[src/hw/rtl/periodic_timer_with_ms_counter_regs_assert.svh]
// Assertion macros used by the timer top level.
// Each check is clocked on clk and held off while rst_n is low.
// Files that assert include this header by its bare name.
`ifndef PERIODIC_TIMER_WITH_MS_COUNTER_REGS_ASSERT_SVH
`define PERIODIC_TIMER_WITH_MS_COUNTER_REGS_ASSERT_SVH

`ifndef SYNTHESIS

// The consequent must hold in the same cycle as the antecedent.
`define PTMR_ASSERT_NOW(lbl, pre, post) \
  lbl: assert property (@(posedge clk) disable iff (!rst_n) (pre) |-> (post)) \
    else $error("timer assertion failed");

// The consequent must hold in the cycle after the antecedent.
`define PTMR_ASSERT_NEXT(lbl, pre, post) \
  lbl: assert property (@(posedge clk) disable iff (!rst_n) (pre) |=> (post)) \
    else $error("timer assertion failed");

`else

`define PTMR_ASSERT_NOW(lbl, pre, post)

`define PTMR_ASSERT_NEXT(lbl, pre, post)

`endif

`endif

[src/hw/rtl/ptmr_pkg.sv]
// Shared types and constants for the periodic timer block.
// Used by ptmr_core, the top level and the testbench; depends on nothing.
package ptmr_pkg;

  localparam int DATA_W   = 32;
  localparam int OFFSET_W = 12;
  localparam int MODE_W   = 2;
  localparam int TPM_W    = 16;
  localparam int PADDR_W  = 3;

  // Item kinds carried on the mode field.
  typedef enum logic [MODE_W-1:0] {
    MODE_READ  = 2'd0,
    MODE_WRITE = 2'd1,
    MODE_TICK  = 2'd2
  } mode_t;

  // Bank select codes.
  localparam logic BANK_TIMER = 1'b0;
  localparam logic BANK_SYS   = 1'b1;

  // Timer bank register offsets.
  localparam logic [OFFSET_W-1:0] OFS_RELOAD  = 12'h040;
  localparam logic [OFFSET_W-1:0] OFS_CONTROL = 12'h048;
  localparam logic [OFFSET_W-1:0] OFS_IRQ     = 12'h04c;

  // System counter bank register offsets.
  localparam logic [OFFSET_W-1:0] OFS_MS_COUNT = 12'h004;
  localparam logic [OFFSET_W-1:0] OFS_SYS_CTRL = 12'h008;
  localparam logic [OFFSET_W-1:0] OFS_MS_ECHO  = 12'h00c;

  // Control word bits that run the countdown, and the fallback period.
  localparam logic [DATA_W-1:0] RUN_MASK       = 32'h0000_00c0;
  localparam logic [DATA_W-1:0] DEFAULT_PERIOD = 32'd26000;
  localparam logic [TPM_W-1:0]  TPM_RESET      = 16'd26000;

  // Interrupt register bit positions.
  localparam int IRQ_EN_BIT  = 0;
  localparam int IRQ_CLR_BIT = 3;

  // Configuration register word index.
  localparam logic CFG_TICKS_PER_MS = 1'b0;

  // One item as handed to the core.
  typedef struct packed {
    logic [MODE_W-1:0]   mode;
    logic                bank;
    logic [OFFSET_W-1:0] offset;
    logic [DATA_W-1:0]   write_data;
  } step_t;

  // One result as produced by the core.
  typedef struct packed {
    logic [DATA_W-1:0] read_data;
    logic              irq_level;
  } result_t;

endpackage

[src/hw/rtl/ptmr_core.sv]
// Register state and combinational step logic of the periodic timer.
// Depends on ptmr_pkg for the item and result types and the register map.
module ptmr_core (
  input  logic                            clk,
  input  logic                            rst_n,
  input  logic                            step_en,
  input  ptmr_pkg::step_t                 step,
  input  logic [ptmr_pkg::TPM_W-1:0]      ticks_per_ms,
  output ptmr_pkg::result_t               result,
  output logic                            irq_now
);
  import ptmr_pkg::*;

  logic [DATA_W-1:0] reload_r, reload_nxt;
  logic [DATA_W-1:0] control_r, control_nxt;
  logic              irq_enable_r, irq_enable_nxt;
  logic              irq_pending_r, irq_pending_nxt;
  logic [DATA_W-1:0] down_count_r, down_count_nxt;
  logic [DATA_W-1:0] sys_ctrl_r, sys_ctrl_nxt;
  logic              ms_echo_r, ms_echo_nxt;
  logic [DATA_W-1:0] ms_count_r, ms_count_nxt;
  logic [TPM_W-1:0]  prescale_r, prescale_nxt;

  logic [DATA_W-1:0] period_cur;
  logic [DATA_W-1:0] period_wd;
  logic              running;
  logic [TPM_W-1:0]  prescale_inc;
  logic              ms_roll;
  logic [DATA_W-1:0] read_data;

  // Period in use now, and the one a reload write would set.
  assign period_cur   = (reload_r != '0) ? reload_r : DEFAULT_PERIOD;
  assign period_wd    = (step.write_data != '0) ? step.write_data : DEFAULT_PERIOD;
  assign running      = (control_r & RUN_MASK) != '0;

  // The prescaler wraps at 16 bits; a zero limit behaves as one.
  assign prescale_inc = prescale_r + TPM_W'(1);
  assign ms_roll      = (prescale_inc >= ticks_per_ms) || (prescale_inc == '0);

  // Next state and read data for the item presented this cycle.
  always_comb begin
    reload_nxt      = reload_r;
    control_nxt     = control_r;
    irq_enable_nxt  = irq_enable_r;
    irq_pending_nxt = irq_pending_r;
    down_count_nxt  = down_count_r;
    sys_ctrl_nxt    = sys_ctrl_r;
    ms_echo_nxt     = ms_echo_r;
    ms_count_nxt    = ms_count_r;
    prescale_nxt    = prescale_r;
    read_data       = '0;

    case (step.mode)
      MODE_READ: begin
        if (step.bank == BANK_TIMER) begin
          case (step.offset)
            OFS_RELOAD:  read_data = reload_r;
            OFS_CONTROL: read_data = control_r;
            OFS_IRQ:     read_data = {29'd0, irq_pending_r, irq_pending_r, irq_enable_r};
            default:     read_data = '0;
          endcase
        end else begin
          case (step.offset)
            OFS_MS_COUNT: read_data = ms_count_r;
            OFS_SYS_CTRL: read_data = sys_ctrl_r;
            OFS_MS_ECHO:  read_data = {ms_count_r[DATA_W-1:1], ms_echo_r};
            default:      read_data = '0;
          endcase
        end
      end
      MODE_WRITE: begin
        if (step.bank == BANK_TIMER) begin
          case (step.offset)
            OFS_RELOAD: begin
              reload_nxt = step.write_data;
              if (running) begin
                down_count_nxt = period_wd;
              end
            end
            OFS_CONTROL: begin
              control_nxt = step.write_data;
              if ((step.write_data & RUN_MASK) != '0) begin
                down_count_nxt = period_cur;
              end
            end
            OFS_IRQ: begin
              irq_enable_nxt = step.write_data[IRQ_EN_BIT];
              if (step.write_data[IRQ_CLR_BIT]) begin
                irq_pending_nxt = 1'b0;
              end
            end
            default: ;
          endcase
        end else begin
          case (step.offset)
            OFS_SYS_CTRL: sys_ctrl_nxt = step.write_data;
            OFS_MS_ECHO:  ms_echo_nxt  = step.write_data[0];
            default: ;
          endcase
        end
      end
      MODE_TICK: begin
        if (ms_roll) begin
          prescale_nxt = '0;
          ms_count_nxt = ms_count_r + DATA_W'(1);
        end else begin
          prescale_nxt = prescale_inc;
        end
        // An underflow latches pending and reloads the full period.
        if (running) begin
          if (down_count_r <= DATA_W'(1)) begin
            irq_pending_nxt = 1'b1;
            down_count_nxt  = period_cur;
          end else begin
            down_count_nxt  = down_count_r - DATA_W'(1);
          end
        end
      end
      default: ;
    endcase
  end

  // State registers, advanced once per accepted item.
  always_ff @(posedge clk) begin
    if (!rst_n) begin
      reload_r      <= DEFAULT_PERIOD;
      control_r     <= '0;
      irq_enable_r  <= 1'b0;
      irq_pending_r <= 1'b0;
      down_count_r  <= '0;
      sys_ctrl_r    <= '0;
      ms_echo_r     <= 1'b0;
      ms_count_r    <= '0;
      prescale_r    <= '0;
    end else if (step_en) begin
      reload_r      <= reload_nxt;
      control_r     <= control_nxt;
      irq_enable_r  <= irq_enable_nxt;
      irq_pending_r <= irq_pending_nxt;
      down_count_r  <= down_count_nxt;
      sys_ctrl_r    <= sys_ctrl_nxt;
      ms_echo_r     <= ms_echo_nxt;
      ms_count_r    <= ms_count_nxt;
      prescale_r    <= prescale_nxt;
    end
  end

  // Result of this item: read data and the interrupt line after the step.
  assign result.read_data = read_data;
  assign result.irq_level = irq_pending_nxt & irq_enable_nxt;
  assign irq_now          = irq_pending_r & irq_enable_r;

endmodule

[src/hw/rtl/periodic_timer_with_ms_counter_regs.sv]
// Top level of the periodic timer with millisecond counter registers.
// Instantiates ptmr_core; uses ptmr_pkg and the assertion macro header.
//
// Each input beat is one bus read, one bus write or one timer clock tick, and
// each gives exactly one result beat with the read data (zero for anything but
// a known register read) and the interrupt level after the step. The block
// takes one beat per clock cycle, back to back, while the result side does not
// stall. A beat is held in the input register and is then stepped into the
// result register, where its result is presented. The rate is set by the
// timer state, which is read and updated combinationally for each item. With
// the result side stalled, one more input beat is held in the input register
// before in_stall rises. The ticks_per_ms register at byte address 0 of the
// APB port sets the millisecond prescaler; write it only while no beat is in
// flight.
`include "periodic_timer_with_ms_counter_regs_assert.svh"

module periodic_timer_with_ms_counter_regs (
  input  logic                              clk,
  input  logic                              rst_n,
  input  logic                              in_valid,
  output logic                              in_stall,
  input  logic [ptmr_pkg::MODE_W-1:0]       in_mode,
  input  logic                              in_bank,
  input  logic [ptmr_pkg::OFFSET_W-1:0]     in_offset,
  input  logic [ptmr_pkg::DATA_W-1:0]       in_write_data,
  output logic                              out_valid,
  input  logic                              out_stall,
  output logic [ptmr_pkg::DATA_W-1:0]       out_read_data,
  output logic                              out_irq_level,
  input  logic                              psel,
  input  logic                              penable,
  input  logic                              pwrite,
  input  logic [ptmr_pkg::PADDR_W-1:0]      paddr,
  input  logic [ptmr_pkg::DATA_W-1:0]       pwdata,
  output logic [ptmr_pkg::DATA_W-1:0]       prdata,
  output logic                              pready
);
  import ptmr_pkg::*;

  logic              s1_valid_r, s1_valid_nxt;
  step_t             s1_item_r;
  logic              out_valid_r, out_valid_nxt;
  logic [DATA_W-1:0] out_read_data_r;
  logic              out_irq_level_r;
  logic [TPM_W-1:0]  ticks_per_ms_r;

  logic              out_free;
  logic              s1_fire;
  logic              in_fire;
  logic              cfg_write;
  logic              cfg_tpm_write;
  result_t           core_result;
  logic              core_irq_now;

  // Handshake: the input register moves on whenever the result slot frees up.
  assign out_free = !out_valid_r || !out_stall;
  assign s1_fire  = s1_valid_r && out_free;
  assign in_stall = s1_valid_r && !out_free;
  assign in_fire  = in_valid && !in_stall;

  assign s1_valid_nxt  = in_fire || (s1_valid_r && !s1_fire);
  assign out_valid_nxt = s1_fire || (out_valid_r && out_stall);

  always_ff @(posedge clk) begin
    if (!rst_n) begin
      s1_valid_r  <= 1'b0;
      out_valid_r <= 1'b0;
    end else begin
      s1_valid_r  <= s1_valid_nxt;
      out_valid_r <= out_valid_nxt;
    end
  end

  // Input beat capture.
  always_ff @(posedge clk) begin
    if (in_fire) begin
      s1_item_r.mode       <= in_mode;
      s1_item_r.bank       <= in_bank;
      s1_item_r.offset     <= in_offset;
      s1_item_r.write_data <= in_write_data;
    end
  end

  // Timer state and the per-item step logic.
  ptmr_core u_core (
    .clk          (clk),
    .rst_n        (rst_n),
    .step_en      (s1_fire),
    .step         (s1_item_r),
    .ticks_per_ms (ticks_per_ms_r),
    .result       (core_result),
    .irq_now      (core_irq_now)
  );

  // Result register.
  always_ff @(posedge clk) begin
    if (s1_fire) begin
      out_read_data_r <= core_result.read_data;
      out_irq_level_r <= core_result.irq_level;
    end
  end

  assign out_valid     = out_valid_r;
  assign out_read_data = out_read_data_r;
  assign out_irq_level = out_irq_level_r;

  // APB configuration port: one register, always ready.
  assign pready        = 1'b1;
  assign cfg_write     = psel && penable && pwrite && pready;
  assign cfg_tpm_write = cfg_write && (paddr[PADDR_W-1] == CFG_TICKS_PER_MS);

  always_ff @(posedge clk) begin
    if (!rst_n) begin
      ticks_per_ms_r <= TPM_RESET;
    end else if (cfg_tpm_write) begin
      ticks_per_ms_r <= pwdata[TPM_W-1:0];
    end
  end

  assign prdata = (paddr[PADDR_W-1] == CFG_TICKS_PER_MS) ?
                  {{(DATA_W-TPM_W){1'b0}}, ticks_per_ms_r} : '0;

  // Anything but a read must return zero data.
  `PTMR_ASSERT_NEXT(a_nonread_zero, s1_fire && (s1_item_r.mode != MODE_READ), out_read_data == '0)
  // The registered interrupt level matches the core state right after the step.
  `PTMR_ASSERT_NEXT(a_irq_matches, s1_fire, out_irq_level == core_irq_now)
  // A configuration write lands in the prescaler limit.
  `PTMR_ASSERT_NEXT(a_cfg_write, cfg_tpm_write, ticks_per_ms_r == $past(pwdata[TPM_W-1:0]))

endmodule

[config.mk]
export PLATFORM = sky130hd
export DESIGN_NAME = periodic_timer_with_ms_counter_regs
export DESIGN_NICKNAME = d
export VERILOG_FILES = /design/src/hw/rtl/ptmr_pkg.sv /design/src/hw/rtl/ptmr_core.sv /design/src/hw/rtl/periodic_timer_with_ms_counter_regs.sv
export VERILOG_INCLUDE_DIRS = /design/src /design/src/hw/rtl
export SDC_FILE = /design/constraint.sdc
export NUM_CORES = 1
export LEC_CHECK = 0
export BUFFER_PORTS_ARGS = -buffer_cell sky130_fd_sc_hd__buf_2
export CAP_MARGIN = 20
export CORE_UTILIZATION = 63
export DETAILED_ROUTE_END_ITERATION = 10
export PLACE_DENSITY_LB_ADDON = 0.1
export REMOVE_ABC_BUFFERS = 1
export SLEW_MARGIN = 40
export SYNTH_ARGS = -nofsm -noshare
export SYNTH_HDL_FRONTEND = slang
export SYNTH_HIERARCHICAL = 1
export SYNTH_SLANG_ARGS = --single-unit
[constraint.sdc]
create_clock -name clk -period 9.4 [get_ports clk]
set_input_delay 1.41 -clock clk [delete_from_list [all_inputs] [get_ports clk]]
set_output_delay 1.41 -clock clk [all_outputs]
set_load 0.02 [all_outputs]
==> flow_summary.ini <==
[run_status]
status = completed

[finish]
fillers = 1670
final_nets = 1762
stdcell_count = 1946
postLayoutCoreUtil = 0.729
drive_above_1_share = 0.150
n_antenna_cell = 0
area_delta_synth_final_pct = 12.7

[worst_setup_path]
worst_ep_arrival_time_ps = 4920
worstRegToRegCells = 14
setup.worst_path.start = out_stall
cp-start-kind = input pin
cp_cell_sequence = buf_2 -> a21boi_4 -> buf_4 -> nand2_1 -> or3_1 -> o31a_1 -> nor2_1 -> buf_4 -> o21ai_0 -> a31oi_1 -> o21ai_0 -> nand2_1
cpPeakStageDelay_ps = 670
critPathBufInv = 3
rr_startpoint = u_core/prescale_r[2]
endpoint_kind = flip-flop
cp_num_cells = 12
crit_family = simple AND/OR/NAND/NOR gates
critPathMaxFanout = 42
rr_endpoint = u_core/ms_count_r[2]
critPathSlowestCell = nand2_1
worstSetupEndpoint = u_core/down_count_r[5]
r2r_setup_slack_ps = 5150
critical_path_class = in2reg
required_ps = 9890

[clocking]
path_clk_slew_ps = 60
cts.path.max_buffers = 3
cts_hold_buf = 0
postCtsSetupBuffers = 0
cts_tree = done
cts_buffers = 28
clock_latency_ps = 550
htree_levels = 1
cts-root-buf = clkbuf_16
ctsResizeCount = 0
clock-sinks = 277

[timing]
fin_crit_ps = 4440
max_slew_margin = 0.443
period_share = 0.472
hold_slack_ps = 451
worstMarginPinSlew_ps = 833
finClkSkew_ps = 14.9
slew_violations = 0
setup_viol = 0
fmax_mhz = 225
setup-tns-final_ps = 0
rsz0062_at_grt = false
finalHoldViolCount = 0

[drt]
ant_nets = 0
via_count = 12200
wl_met2_microns = 17000
wl_met3_microns = 3520
wire_per_inst_microns = 18.9
drc_errors = 0
drt_iter0_markers = 1380
firstDrtPassIters = 7
via_per_inst = 6.26
top_layer = met4
wl_microns = 36900
drt-met1-wl_microns = 15200

[global_routing]
grt_max_degree = 97
first_global_vias = 11200
grt_pass1_wl_microns = 58800
grt.total_usage = 0.332
antenna_found_initial = 0
grt_remaining_overflow = 0

[logic_synthesis]
syn_area_sq_um = 13700
postSynthAreaPerCell_sq_um = 8.61
synth_cells = 1587
yosysWarnings = 6

[floorplanning]
core_sq_um = 21200
initial_core_util = 0.646
std_cell_rows = 53
dieArea_sq_um = 22300
die_w_microns = 149
die_h_microns = 149
io_pins = 157

[place]
post-dp-hpwl_microns = 24000
placed_cells = 1894
place.port_buffers = 121
gp_congestion = 0.947

[pwr]
powerDensity_nw_per_um2 = 174
power_mw = 2.68
leakage_nw = 5.65
ir_worst_vdd_mv = 0.157

[run]
cap_violations = 0

[worst_hold_path]
min_path_type = reg2reg
-- layout by cell type (no fill, tap or decap), types with 6 or more instances in the layout --
| cell type | instances |
|---|---|
| nand2_1 | 397 |
| dfxtp_1 | 197 |
| a21oi_1 | 150 |
| buf_2 | 121 |
| nor2_1 | 81 |
| edfxtp_1 | 80 |
| o21ai_0 | 48 |
| nand3_1 | 47 |
| xnor2_1 | 38 |
| clkbuf_16 | 34 |
| a31oi_1 | 33 |
| inv_1 | 31 |
| a221o_1 | 29 |
| nor4_1 | 24 |
| ha_1 | 24 |
| nor2b_1 | 23 |
| mux2i_1 | 23 |
| buf_4 | 19 |
| nor3_1 | 19 |
| conb_1 | 17 |
| a2111oi_2 | 17 |
| o221ai_1 | 16 |
| xor2_1 | 14 |
| nand4_1 | 13 |
| or3_1 | 12 |
| and3_1 | 11 |
| or4_1 | 10 |
| and2_1 | 8 |
| a211oi_1 | 7 |
| and2b_2 | 6 |
| nand2b_1 | 6 |
| o31ai_1 | 6 |
| a21o_1 | 6 |
-- where the power goes --
part | total [mW] | internal, mW | switching [mW]
registers | 1.28 | 1.25 | 0.0253
logic | 0.128 | 0.0416 | 0.0864
clock network | 1.28 | 0.793 | 0.486
total | 2.68 | 2.09 | 0.597
-- cell type report --
type | count | area (sq um) | share of cell area
clock inverters | 15 | 214 | 0.0139
well taps | 275 | 344 | 0.0223
repair buffers | 141 | 759 | 0.0493
inverters | 32 | 123 | 0.00796
clock buffers | 37 | 872 | 0.0566
multi-input cells | 1169 | 6750 | 0.438
flip-flops and latches | 277 | 6350 | 0.412
-- stage by stage --
step	setup slack (ps)	instance area, sq um
floorplan	1800	13100
global placement	4650	14300
detailed placement	4530	14300
CTS	4970	15400
global route	4760	15400
finish	4960	15400
-- sequential cells by signal (all words and copies together), names as in the netlist --
name	count
u_core/control_r	32
out_irq_level	1
u_core/prescale_r	16
u_core/irq_pending_r	1
u_core/irq_enable_r	1
u_core/down_count_r	32
out_read_data	32
ticks_per_ms_r	16
u_core/ms_echo_r	1
u_core/sys_ctrl_r	32
u_core/ms_count_r	32
u_core/reload_r	32
out_valid	1
s1_item_r	47
s1_valid_r	1
-- worst min path at each step --
stage / from / endpoint / slack, ps / cells after the start
2_1_floorplan: u_core/down_count_r[19] / u_core/down_count_r[19] / 420 / 1
5_1_grt: u_core/sys_ctrl_r[2] / u_core/sys_ctrl_r[2] / 460 / 2
6_report: u_core/sys_ctrl_r[3] / u_core/sys_ctrl_r[3] / 450 / 2
3_5_place_dp: u_core/down_count_r[19] / u_core/down_count_r[19] / 440 / 1
4_1_cts: u_core/sys_ctrl_r[2] / u_core/sys_ctrl_r[2] / 450 / 2
3_3_place_gp: u_core/sys_ctrl_r[2] / u_core/sys_ctrl_r[2] / 440 / 2
-- routing by layer --
layer  GRT usage  up-vias
li1            -     5723
met3      0.0468       89
met5           0        -
met4       0.106        0
met1       0.459     5742
met2       0.536      633
-- worst min-delay path: cells and delay by family, from the launching register on --
kind / cells / cell delay, ps
AND/OR/NAND/NOR: 1 / 50
AO/OA/AOI/OAI: 1 / 50
flip-flops: 1 / 310
Note: power is estimated with default switching activity, not from simulation.
